==> src/rtl/core/ca_row_pkg.sv <==
// shared types and constants for the cellular automaton row step unit
// no dependencies
`timescale 1ns / 1ps
`default_nettype none

package ca_row_pkg;

  localparam int unsigned FIFO_DEPTH = 4;

  typedef enum logic [1:0] {
    REG_COLOUR_MODE = 2'd0,
    REG_RULE_TWO    = 2'd1,
    REG_RULE_THREE  = 2'd2,
    REG_UNUSED      = 2'd3
  } reg_index_t;

  typedef struct packed {
    logic [1:0] above_cell;
    logic       last_in_row;
  } in_word_t;

  typedef struct packed {
    logic [1:0] new_cell;
    logic       end_of_run;
  } out_word_t;

  typedef struct packed {
    logic        colour_mode;
    logic [7:0]  rule_two;
    logic [13:0] rule_three;
  } rule_cfg_t;

  typedef struct packed {
    logic [1:0] push_count;
    logic       pop;
  } fifo_ctrl_t;

endpackage

`default_nettype wire

==> src/rtl/core/ca_row_rule.sv <==
// next-cell lookup from a three-cell window, pattern or sum rule
// depends on ca_row_pkg
`timescale 1ns / 1ps
`default_nettype none

module ca_row_rule (
  input  var ca_row_pkg::rule_cfg_t cfg,
  input  wire logic [1:0]           left_cell,
  input  wire logic [1:0]           middle_cell,
  input  wire logic [1:0]           right_cell,
  output logic      [1:0]           new_cell
);

  logic [2:0] pattern;
  logic [1:0] left_lvl;
  logic [1:0] middle_lvl;
  logic [1:0] right_lvl;
  logic [2:0] sum;
  logic [2:0] entry;
  logic [1:0] raw;

  always_comb begin
    pattern    = {left_cell != 2'd0, middle_cell != 2'd0, right_cell != 2'd0};
    // cell value 3 counts as 2
    left_lvl   = (left_cell == 2'd3) ? 2'd2 : left_cell;
    middle_lvl = (middle_cell == 2'd3) ? 2'd2 : middle_cell;
    right_lvl  = (right_cell == 2'd3) ? 2'd2 : right_cell;
    sum        = 3'(left_lvl) + 3'(middle_lvl) + 3'(right_lvl);
    entry      = 3'd6 - sum;
    raw        = cfg.rule_three[{entry, 1'b0} +: 2];
    if (cfg.colour_mode) begin
      new_cell = (raw == 2'd3) ? 2'd2 : raw;
    end else begin
      new_cell = {1'b0, cfg.rule_two[~pattern]};
    end
  end

endmodule

`default_nettype wire

==> src/rtl/core/ca_row_fifo.sv <==
// small result queue, up to two words pushed and one popped per cycle
// depends on ca_row_pkg
`timescale 1ns / 1ps
`default_nettype none

module ca_row_fifo #(
  parameter int unsigned DEPTH = ca_row_pkg::FIFO_DEPTH
) (
  input  wire logic                  clk,
  input  wire logic                  rst,
  input  var ca_row_pkg::fifo_ctrl_t ctrl,
  input  var ca_row_pkg::out_word_t  wdata0,
  input  var ca_row_pkg::out_word_t  wdata1,
  output ca_row_pkg::out_word_t      rdata,
  output logic                       not_empty,
  output logic                       room_two
);

  localparam int unsigned PTR_W = (DEPTH > 2) ? $clog2(DEPTH) : 1;
  localparam int unsigned CNT_W = $clog2(DEPTH + 1);
  localparam logic [PTR_W-1:0] LAST_PTR = PTR_W'(DEPTH - 1);

  ca_row_pkg::out_word_t mem [DEPTH];

  logic [PTR_W-1:0] head;
  logic [PTR_W-1:0] tail;
  logic [PTR_W-1:0] tail_plus1;
  logic [PTR_W-1:0] head_next;
  logic [PTR_W-1:0] tail_next;
  logic [CNT_W-1:0] count;
  logic [CNT_W-1:0] count_next;

  always_comb begin
    tail_plus1 = (tail == LAST_PTR) ? '0 : tail + PTR_W'(1);
    head_next  = head;
    if (ctrl.pop) begin
      head_next = (head == LAST_PTR) ? '0 : head + PTR_W'(1);
    end
    unique case (ctrl.push_count)
      2'd0:    tail_next = tail;
      2'd1:    tail_next = tail_plus1;
      default: tail_next = (tail_plus1 == LAST_PTR) ? '0 : tail_plus1 + PTR_W'(1);
    endcase
    count_next = count + CNT_W'(ctrl.push_count) - CNT_W'(ctrl.pop);
  end

  always_ff @(posedge clk) begin
    if (rst) begin
      head  <= '0;
      tail  <= '0;
      count <= '0;
    end else begin
      head  <= head_next;
      tail  <= tail_next;
      count <= count_next;
    end
  end

  always_ff @(posedge clk) begin
    if (ctrl.push_count != 2'd0) begin
      mem[tail] <= wdata0;
    end
    if (ctrl.push_count == 2'd2) begin
      mem[tail_plus1] <= wdata1;
    end
  end

  assign rdata     = mem[head];
  assign not_empty = (count != '0);
  assign room_two  = (count <= CNT_W'(DEPTH - 2));

endmodule

`default_nettype wire

==> src/rtl/core/cellular_automaton_row_step_unit.sv <==
// Row step unit for an elementary cellular automaton. One cell word is accepted per
// cycle from the previous row, in column order, and the next row's cells come out one
// column behind. A word that ends a row of two or more cells yields two results (the
// last cell and the right edge), so short rows run at the output port's one word per
// cycle while out_stall is low; the input stalls only while the result queue (DEPTH
// words) has fewer than two free slots. Rule registers are written through the cfg port
// by the user only while the unit is idle (not enforced); cfg_ready is always high.
// depends on ca_row_pkg, ca_row_rule, ca_row_fifo
`timescale 1ns / 1ps
`default_nettype none

module cellular_automaton_row_step_unit #(
  parameter int unsigned DEPTH = ca_row_pkg::FIFO_DEPTH
) (
  input  wire logic                 clk,
  input  wire logic                 rst,
  input  wire logic                 cfg_valid,
  output logic                      cfg_ready,
  input  wire logic [1:0]           cfg_index,
  input  wire logic [13:0]          cfg_data,
  input  wire logic                 in_valid,
  output logic                      in_stall,
  input  var ca_row_pkg::in_word_t  in_data,
  output logic                      out_valid,
  input  wire logic                 out_stall,
  output ca_row_pkg::out_word_t     out_data
);

  ca_row_pkg::rule_cfg_t  cfg;
  ca_row_pkg::in_word_t   item;
  ca_row_pkg::fifo_ctrl_t fctrl;
  ca_row_pkg::out_word_t  word0;
  ca_row_pkg::out_word_t  word1;

  logic       item_valid;
  logic       room_two;
  logic       advance;
  logic [1:0] left_cell;
  logic [1:0] middle_cell;
  logic [1:0] cells_seen;
  logic [1:0] rule_cell;
  logic       have_cell;

  assign cfg_ready = 1'b1;

  always_ff @(posedge clk) begin
    if (rst) begin
      cfg <= '0;
    end else if (cfg_valid) begin
      unique case (ca_row_pkg::reg_index_t'(cfg_index))
        ca_row_pkg::REG_COLOUR_MODE: cfg.colour_mode <= cfg_data[0];
        ca_row_pkg::REG_RULE_TWO:    cfg.rule_two    <= cfg_data[7:0];
        ca_row_pkg::REG_RULE_THREE:  cfg.rule_three  <= cfg_data;
        default: ;
      endcase
    end
  end

  // input register
  assign advance  = item_valid && room_two;
  assign in_stall = item_valid && !room_two;

  always_ff @(posedge clk) begin
    if (rst) begin
      item_valid <= 1'b0;
    end else if (!in_stall) begin
      item_valid <= in_valid;
    end
  end

  always_ff @(posedge clk) begin
    if (!in_stall && in_valid) begin
      item <= in_data;
    end
  end

  ca_row_rule u_rule (
    .cfg         (cfg),
    .left_cell   (left_cell),
    .middle_cell (middle_cell),
    .right_cell  (item.above_cell),
    .new_cell    (rule_cell)
  );

  always_comb begin
    have_cell = (cells_seen != 2'd0);
    // second cell of a row gives the left edge
    word0.new_cell   = (cells_seen == 2'd1) ? 2'd0 : rule_cell;
    word0.end_of_run = !item.last_in_row;
    word1.new_cell   = 2'd0;
    word1.end_of_run = 1'b1;
    fctrl.push_count = 2'd0;
    if (advance) begin
      fctrl.push_count = 2'(have_cell) + 2'(item.last_in_row);
    end
    if (!have_cell) begin
      word0 = word1;
    end
    fctrl.pop = out_valid && !out_stall;
  end

  always_ff @(posedge clk) begin
    if (rst) begin
      left_cell   <= '0;
      middle_cell <= '0;
      cells_seen  <= '0;
    end else if (advance) begin
      if (item.last_in_row) begin
        left_cell   <= '0;
        middle_cell <= '0;
        cells_seen  <= '0;
      end else begin
        left_cell   <= middle_cell;
        middle_cell <= item.above_cell;
        if (cells_seen != 2'd2) begin
          cells_seen <= cells_seen + 2'd1;
        end
      end
    end
  end

  ca_row_fifo #(
    .DEPTH (DEPTH)
  ) u_fifo (
    .clk       (clk),
    .rst       (rst),
    .ctrl      (fctrl),
    .wdata0    (word0),
    .wdata1    (word1),
    .rdata     (out_data),
    .not_empty (out_valid),
    .room_two  (room_two)
  );

  // row end restarts the window
  a_row_restart: assert property (@(posedge clk) disable iff (rst)
    (advance && item.last_in_row) |=> (cells_seen == 2'd0))
    else $error("window not cleared after row end");

  // the second word of a run is already queued behind the first
  a_run_complete: assert property (@(posedge clk) disable iff (rst)
    (out_valid && !out_stall && !out_data.end_of_run) |=> out_valid)
    else $error("run broken in result queue");

  a_seen_saturates: assert property (@(posedge clk) disable iff (rst)
    cells_seen != 2'd3)
    else $error("cell count overran");

  a_stall_holds_item: assert property (@(posedge clk) disable iff (rst)
    in_stall |=> item_valid && $stable(item))
    else $error("input register changed while stalled");

endmodule

`default_nettype wire

==> config.mk <==
export PLATFORM = sky130hd
export DESIGN_NAME = cellular_automaton_row_step_unit
export DESIGN_NICKNAME = d
export VERILOG_FILES = /design/src/rtl/core/ca_row_pkg.sv /design/src/rtl/core/ca_row_rule.sv /design/src/rtl/core/ca_row_fifo.sv /design/src/rtl/core/cellular_automaton_row_step_unit.sv
export SDC_FILE = /design/constraint.sdc
export NUM_CORES = 1
export LEC_CHECK = 0
export BUFFER_PORTS_ARGS = -buffer_cell sky130_fd_sc_hd__buf_2
export CAP_MARGIN = 40
export CORE_ASPECT_RATIO = 2
export CORE_MARGIN = 2
export CORE_UTILIZATION = 62
export DETAILED_ROUTE_END_ITERATION = 10
export PLACE_DENSITY = 0.88
export SYNTH_ARGS = -nofsm -noshare
export SYNTH_HDL_FRONTEND = slang
export SYNTH_HIERARCHICAL = 1
export SYNTH_SLANG_ARGS = --single-unit
==> constraint.sdc <==
create_clock -name clk -period 9.1 [get_ports clk]
set_input_delay 1.82 -clock clk [delete_from_list [all_inputs] [get_ports clk]]
set_output_delay 1.82 -clock clk [all_outputs]
set_load 0.01 [all_outputs]
# Word-level counts from Yosys, hierarchy flattened
# Memory sizes are Yosys's and may differ from the RTL's. A register that Yosys moved wholly into a read port is not among the register bits.
# Index checks and enable logic that the tools add are counted.
# op_classes
add_sub_neg	10
n_mul	0
div_mod_pow	0
magnitude_cmp	2
eq_ne	13
shifts	1
mux	24
bitwise_logic	1
reduce_logical	21
# ops
operator	count
2-bit two-way mux	16
2-bit == test (second input constant)	9
14-bit by 5-bit variable part select with 2-bit output	1
2-bit nonzero test	6
2-bit by 1-bit adder with 2-bit output (second input constant)	4
2-bit AND reduction	4
3-bit by 2-bit adder with 3-bit output	2
2-bit by 1-bit == test with 1-bit output (second input constant)	3
1-bit two-way mux	5
1-bit logical AND	4
1-bit zero test	4
2-bit zero test	2
3-bit by 4-bit less-than comparator with 1-bit output (second input constant)	1
2-bit one-hot mux with 2 select lines	1
2-bit by 2-bit adder with 3-bit output	1
1-bit binary-select mux with 3-bit select	1
3-bit by 2-bit <= comparator with 1-bit output (second input constant)	1
3-bit two-way mux	1
3-bit NOT	1
3-bit nonzero test	1
3-bit by 1-bit subtractor with 3-bit output	1
3-bit subtractor (first input constant)	1
1-bit by 1-bit adder with 2-bit output	1
2-bit inequality test (second input constant)	1
# word_totals
reg_bits	40
latchBits	0
ram_bits	12
romBits	0
inputBits	24
out_inout_bits	6
word_cells	85
memories	1
# memory_table
memory	words	width	rd	rd_clocked_by_memory_dff	wr	line	text
u_fifo.mem	4	3	1	1	2	ca_row_fifo.sv:23	ca_row_pkg::out_word_t mem [DEPTH];

# Logic depth before layout (Yosys ltp)
# Gate-level depths: netlist of the first run.
# depth
depth_word	11
depth_mapped	13
mapped_depth_nobuf	13

# By module
# The synthesis of the first run kept the hierarchy.
# modules_own_cells
module	instances	cells_each	area_per_inst_um2	seq_area_each_um2
cellular_automaton_row_step_unit	1	153	1313.8	690.7
ca_row_fifo	1	90	1104.8	540.5
ca_row_rule	1	36	325.3	0.0

# Worst setup path after synthesis of the first run
# OpenSTA, ideal clock, no wires.
# synth_timing
path_type	input port to flip-flop
start	input out_stall
end	register u_fifo.count[2]
setup_time_ns	0.115
t_arrival_ns	3.116
t_required_ns	8.985
setup_slack_ns	5.870
stages	8
path_buffers	0
path_cell_list	nor2b_1 ha_1 inv_1 ha_1 fa_1 xor2_1 xnor2_1 nor2_1
# synth_via
elab_chain_cells	3
# synth_lines
element	line	text
start, declared	cellular_automaton_row_step_unit.sv:25	input wire logic out_stall,
1-bit zero test	cellular_automaton_row_step_unit.sv:99	fctrl.pop = out_valid && !out_stall;
1-bit logical AND	cellular_automaton_row_step_unit.sv:99	
3-bit by 1-bit subtractor with 3-bit output	ca_row_fifo.sv:44	count_next = count + CNT_W'(ctrl.push_count) - CNT_W'(ctrl.pop);
end signal, assigned	ca_row_fifo.sv:55	count <= count_next;
end, declared	ca_row_fifo.sv:30	logic [CNT_W-1:0] count;
# No other way between the ends.
# A chain may end at the register's enable or synchronous reset.

==> impl_metrics.py, run 1 <==
metrics = {
    "sta": {
        "relSlewSlack_pct": 56.12,
        "skew_ps": 8.474,
        "finalSetupTns_ps": 0,
        "slew_viol_final": 0,
        "max_freq_mhz": 290.6,
        "fin_crit_sh_pct": 37.82,
        "finalHoldViolCount": 0,
        "worst_pin_slew_ps": 658.2,
        "setup-violations-final": 0,
        "period_minus_slack_ps": 3441,
        "rsz0062_at_grt": "no",
        "timing.final.ws_setup_ps": 5659,
    },
    "clock_network": {
        "tritoncts": "done",
        "htreeDepth": 2,
        "clock-sinks": 54,
        "numCtsBuffers": 5,
        "clockBufferDepth": 2,
        "cts-root-buf": "clkbuf_8",
        "cts_resized": 0,
        "clk_latency_ps": 310,
        "cts_hold_buf": 0,
        "post-cts-setup-buffers": 0,
        "clkTransAtPathRegs_ps": 100,
    },
    "route": {
        "wl_per_cell_um": 14.38,
        "viasPerCell": 5.451,
        "vias": 2006,
        "wl_um": 5292,
        "drc": 0,
        "drtIter0Drc": 36,
        "drtAntennaViolNets": 0,
        "dr.pass1.iters": 4,
    },
    "yosys": {
        "synth-xor-area-share_pct": 1.596,
        "syn_area_per_cell_um2": 9.835,
        "synth-compound-area-share_pct": 8.801,
        "synth_area_leaders": "dfxtp_1 28%, edfxtp_1 16%, nand2_1 7.4%",
        "yosys.area_share.simple_pct": 18.29,
        "ys_warn_count": 6,
        "synth_cell_type_count": 41,
        "synth_seq_cells": 54,
        "synthFlopType": "dfxtp_1",
        "ys_seq_area_share_pct": 44.87,
        "synth-adder-area-share_pct": 9.029,
        "synth_top_cell_area_share_pct": 28.45,
        "synth_area_mm2": 0.002744,
        "synth.mux.area_fraction_pct": 12.49,
        "synth_top_family_by_area": "simple AND/OR/NAND/NOR gates",
        "yosys.area.top_type": "dfxtp_1",
        "synth_edf_count": 15,
        "synth-async-reset-ratio_pct": 0,
        "synth_cells": 279,
    },
    "pwr": {
        "cellLeakagePower_nw": 1.180,
        "ir_drop_mv": 0.1833,
        "clkPwrFrac_pct": 23.6,
        "p_int_mw": 0.3820,
        "p_switching_mw": 0.1614,
        "combPwrFrac_pct": 24.4,
        "p_seq_share_pct": 52.0,
        "swShare_pct": 29.70,
        "power.density_mw_per_mm2": 180.5,
    },
    "layout": {
        "syn_to_final_growth_pct": 9.713,
        "antennaDiodeCount": 0,
        "layout_common_cells": "54 x nand2_1, 39 x dfxtp_1, 34 x a21oi_1, 28 x buf_2, 17 x nor2_1",
        "final_net_count": 355,
        "seqCellArea_mm2": 0.001231,
        "final_area_mm2": 0.003010,
        "multi_input_area_mm2": 0.001426,
        "nFillCells": 357,
        "final_common_cell": "nand2_1",
        "post_route_cells_drive_above_1_share_pct": 18.47,
    },
    "global_routing": {
        "grt_pass1_vias": 2115,
        "antenna_found_initial": 0,
        "track_usage_pct": 24.19,
        "grt_overflow_total": 0,
        "grt_max_degree": 38,
        "grt_pass1_wl_um": 9183,
    },
    "setup_path": {
        "worstPathRequired_ps": 9270,
        "worstSetupEndpoint": "u_fifo/mem[2][1]",
        "r2r-start": "item[2]",
        "r2r_cells": 8,
        "worst_setup_path_end_kind": "flip-flop",
        "regToRegEndpoint": "u_fifo/mem[2][1]",
        "start_kind": "flip-flop",
        "critPathKind": "flip-flop to flip-flop",
        "startpoint": "item[2]",
        "reg2reg_slack_ps": 5660,
        "arrival_ps": 3610,
        "crit_path_max_fanout": 4,
    },
    "flow_run": {
        "drv_cap": 0,
    },
    "place": {
        "placed_area_mm2": 0.002925,
        "hpwl_um": 4194,
        "place.gp.congestion": 0.8185,
        "io_buffer_count": 28,
        "pre_cts_ws_ps": 5589,
    },
    "worst_hold_path": {
        "hold_path.class": "flip-flop to flip-flop",
    },
    "floorplan": {
        "io-pin-count": 30,
        "core_mm2": 0.004297,
        "start_util_pct": 63.86,
        "die_h_um": 98.08,
        "die_w_um": 51.04,
        "die-area_mm2": 0.005006,
        "rows": 34,
    },
    "outcome": {
        "status": "finished, final reports clean",
    },
}
[registers in the layout, indices dropped and copies added (netlist names), named ones only]
name,cells
u_fifo/count,3
u_fifo/tail,2
item_valid,1
cells_seen,2
u_fifo/head,2
item,3
left_cell,2
middle_cell,2
cfg,23
u_fifo/mem,12
[cell families after synthesis]
kind of cell	after synthesis
AOI/OAI and AO/OA	45
muxes	24
buffers and inverters	28
adders and majority gates	18
DFF	54
xor gates and xnor gates	5
and+or+nand+nor	103
other	2
[final cells by class]
type	count	share of cell area, %
multi-input cells	208	47.38
inverters	16	1.995
clock buffers	5	2.286
clock inverters	3	0.5403
repair buffers	28	4.655
well taps	54	2.244
flip-flops and latches	54	40.90
[metal layers]
metal / global-route usage, % / up-vias / routed length (µm)
met4: 12.27 / 0 / 153
met5: 0 / - / 0
met2: 47.35 / 33 / 3293
met3: 3.364 / 13 / 114
met1: 22.51 / 952 / 1731
li1: - / 1008 / -
[stage by stage]
step	hold slack, ps	utilization (%)	instances	total power [mW]
final	456.1	70.06	368	0.5434
after CTS	456.2	70.06	368	0.5481
after global routing	485.0	70.06	368	0.5779
after detailed placement	443.3	68.08	360	0.4202
after global placement	439.6	68.08	360	0.4118
after floorplan	428.9	-	290	0.3845
[worst min path at each step]
stage | start | endpoint | slack, ps | depth (start not counted)
final | cfg[0] | cfg[0] | 460 | 2
after global routing | cfg[14] | cfg[14] | 490 | 2
after CTS | cfg[0] | cfg[0] | 460 | 2
after detailed placement | cfg[0] | cfg[0] | 440 | 2
after global placement | cfg[19] | cfg[19] | 440 | 2
after floorplan | cfg[13] | cfg[13] | 430 | 2
[synth_stat cells (2+ instances only)]
library cell	instances
xor2_1	2
and3b_1	2
conb_1	2
fa_1	3
mux2_2	12
a31oi_1	2
clkbuf_1	8
xnor2_1	3
mux2i_1	5
edfxtp_1	15
nor3b_1	5
and2_1	2
ha_1	15
mux4_2	7
a21oi_1	34
nand4b_1	4
dfxtp_1	39
nand3b_1	2
nor2b_1	6
inv_1	16
nand2_1	54
and2b_2	2
o21ai_0	5
nor2_1	17
[power by group through the flow]
| stage | combinational [mW] | clock, mW | sequential (mW) |
|---|---|---|---|
| after floorplan | 0.102 | 0 | 0.283 |
| after global placement | 0.125 | 0 | 0.287 |
| after detailed placement | 0.132 | 0 | 0.289 |
| after CTS | 0.133 | 0.132 | 0.283 |
| after global routing | 0.150 | 0.142 | 0.286 |
| final | 0.132 | 0.128 | 0.283 |
[worst max-delay path: stages, from the launching register on]
cell	delay (ps)
edfxtp_1	470
fa_1	530
fa_1	480
xnor2_1	340
mux4_2	350
o32a_1	200
o22ai_1	150
nor3b_1	510
mux2_2	270
Power figures use the tool's default switching activity.
==> run 2: changes to the inputs <==
--- a/config.mk
+++ b/config.mk
@@ -9,9 +9,9 @@
 export CAP_MARGIN = 40
 export CORE_ASPECT_RATIO = 2
 export CORE_MARGIN = 2
-export CORE_UTILIZATION = 62
+export CORE_UTILIZATION = 52
 export DETAILED_ROUTE_END_ITERATION = 10
-export PLACE_DENSITY = 0.88
+export PLACE_DENSITY = 0.79
 export SYNTH_ARGS = -nofsm -noshare
 export SYNTH_HDL_FRONTEND = slang
 export SYNTH_HIERARCHICAL = 1
==> constraint.sdc (replaced) <==
create_clock -name clk -period 3.1 [get_ports clk]
set_input_delay 0.62 -clock clk [delete_from_list [all_inputs] [get_ports clk]]
set_output_delay 0.62 -clock clk [all_outputs]
set_load 0.01 [all_outputs]
==> run 2 against run 1 <==
Against the previous run: clock skew about the same; clock-buffer cell count rose by 2; combinational power rose to 3.1 times the previous value; design area up 4.4%; flip-flop and latch count is the same; sequential share of layout area fell by 1.5 points; sequential power rose to 2.9 times the previous value; via count rose by 1.1%; setup slack lost 5600 ps; fmax rose by 14%; final cell count up 3.3%.
==> impl_metrics.py, run 2 (synthesis gave the netlist of run 1 again) <==
metrics = {
    "route": {
        "vias": 2028,
        "drc": 0,
        "wl_um": 5466,
        "drtAntennaViolNets": 0,
        "wl_per_cell_um": 14.38,
        "viasPerCell": 5.337,
        "drtIter0Drc": 46,
        "dr.pass1.iters": 6,
    },
    "flow_run": {
        "drv_cap": 0,
    },
    "setup_path": {
        "crit_path_max_fanout": 4,
        "r2r-start": "left_cell[0]",
        "worst_setup_path_end_kind": "flip-flop",
        "critPathKind": "flip-flop to flip-flop",
        "worstPathRequired_ps": 3160,
        "startpoint": "left_cell[0]",
        "arrival_ps": 3080,
        "start_kind": "flip-flop",
    },
    "global_routing": {
        "antenna_found_initial": 0,
        "grt_overflow_total": 0,
        "grt_pass1_wl_um": 8742,
        "grt_pass1_vias": 1998,
        "grt_max_degree": 38,
        "track_usage_pct": 19.01,
    },
    "place": {
        "place.gp.congestion": 0.7995,
        "hpwl_um": 4289,
        "io_buffer_count": 28,
        "pre_cts_ws_ps": -145.1,
    },
    "floorplan": {
        "die_h_um": 106.7,
        "die-area_mm2": 0.005909,
        "core_mm2": 0.005139,
        "io-pin-count": 30,
        "rows": 37,
        "start_util_pct": 53.40,
        "die_w_um": 55.37,
    },
    "clock_network": {
        "htreeDepth": 2,
        "clk_latency_ps": 310,
        "clockBufferDepth": 2,
        "clock-sinks": 54,
        "cts_hold_buf": 0,
        "tritoncts": "done",
        "cts-root-buf": "clkbuf_8",
        "numCtsBuffers": 5,
        "clkTransAtPathRegs_ps": 100,
    },
    "sta": {
        "setup-violations-final": 0,
        "period_minus_slack_ps": 3020,
        "timing.final.ws_setup_ps": 79.81,
        "whs_ps": 456.7,
        "fin_crit_sh_pct": 97.43,
        "worst_pin_slew_ps": 668.5,
        "relSlewSlack_pct": 55.43,
        "slew_viol_final": 0,
        "max_freq_mhz": 331.1,
        "finalHoldViolCount": 0,
        "skew_ps": 8.593,
    },
    "pwr": {
        "cellLeakagePower_nw": 1.241,
        "ir_drop_mv": 0.3525,
        "power_mw": 1.683,
        "power.density_mw_per_mm2": 535.1,
    },
    "layout": {
        "top_regs": "cfg x23, u_fifo/mem x12",
        "antennaDiodeCount": 0,
        "layout_common_cells": "54 x nand2_1, 35 x dfxtp_1, 34 x a21oi_1, 28 x buf_2, 17 x nor2_1",
        "nFillCells": 439,
        "utilization_pct": 61.19,
        "regMostFlops": "cfg",
        "syn_to_final_growth_pct": 14.59,
        "post_route_cells_drive_above_1_share_pct": 23.91,
        "largest_reg_flops": 23,
        "final_net_count": 363,
        "final_common_cell": "nand2_1",
    },
    "worst_hold_path": {
        "min-delay-start": "cfg[17]",
        "hold_path.class": "flip-flop to flip-flop",
    },
    "outcome": {
        "status": "finished, final reports clean",
    },
}
## run 2: changes by cell type in the layout (fill, tap and decap cells not counted), moves of 2 or more
cell / previous run / this run
buf_4: 0 / 8
dfxtp_1: 39 / 35
dfxtp_2: 0 / 3
inv_1: 16 / 14
inv_2: 0 / 2
nor3b_1: 5 / 3
## run 2: report_power, final
group	switching, mW	internal [mW]
Combinational	0.211	0.203
Sequential	0.0444	0.783
Clock	0.232	0.210
## run 2: routing by layer
layer  global-route usage (%)  share of wire (%)  up-vias
met4                    8.885                2.5        0
met5                        0                  0        -
met3                    2.292                2.1       12
met1                    16.44                 34      959
li1                         -                  -     1021
met2                    40.22                 61       36
## run 2: final cells by class
| class | instances | area, µm² | share of cell area [%] |
|---|---|---|---|
| flip-flops and latches | 54 | 1239 | 39.40 |
| clock buffers | 7 | 97.59 | 3.104 |
| well taps | 58 | 72.57 | 2.308 |
| multi-input cells | 208 | 1469 | 46.72 |
| repair buffers | 36 | 200.2 | 6.367 |
| inverters | 16 | 60.06 | 1.910 |
| clock inverters | 1 | 6.256 | 0.1990 |
## run 2: worst max-delay path, stage by stage (launching register included)
cell and delay (ps):
dfxtp_2 330, nor2b_1 120, ha_1 300, inv_2 80, ha_4 140, inv_2 40, fa_2 420, xnor2_2 240
mux4_2 320, o32a_1 180, and2_1 170, nor3b_2 180, mux2_2 270
## run 2: what timing repair did
item                                    4_1_cts  5_1_grt
pin swaps                                     1        4
resized for setup                             3       12
buffers inserted                              0        2
endpoints found under the setup margin        8        8
## run 2: worst paths after layout
path	end	slack [ps]	depth (start not counted)
setup reg to reg	u_fifo/mem[3][2]	80	12
hold reg to reg	cfg[17]	460	2
setup / recovery	u_fifo/mem[3][2]	80	12
hold / removal	cfg[17]	460	2
## run 2: through the flow
step                std cells  TNS [ps]  area [µm²]
floorplan                 290         0        2785
global route              380    -111.5        3144
global placement          370    -55.97        2975
finish                    380         0        3144
detailed placement        370    -932.0        2975
CTS                       378         0        3093
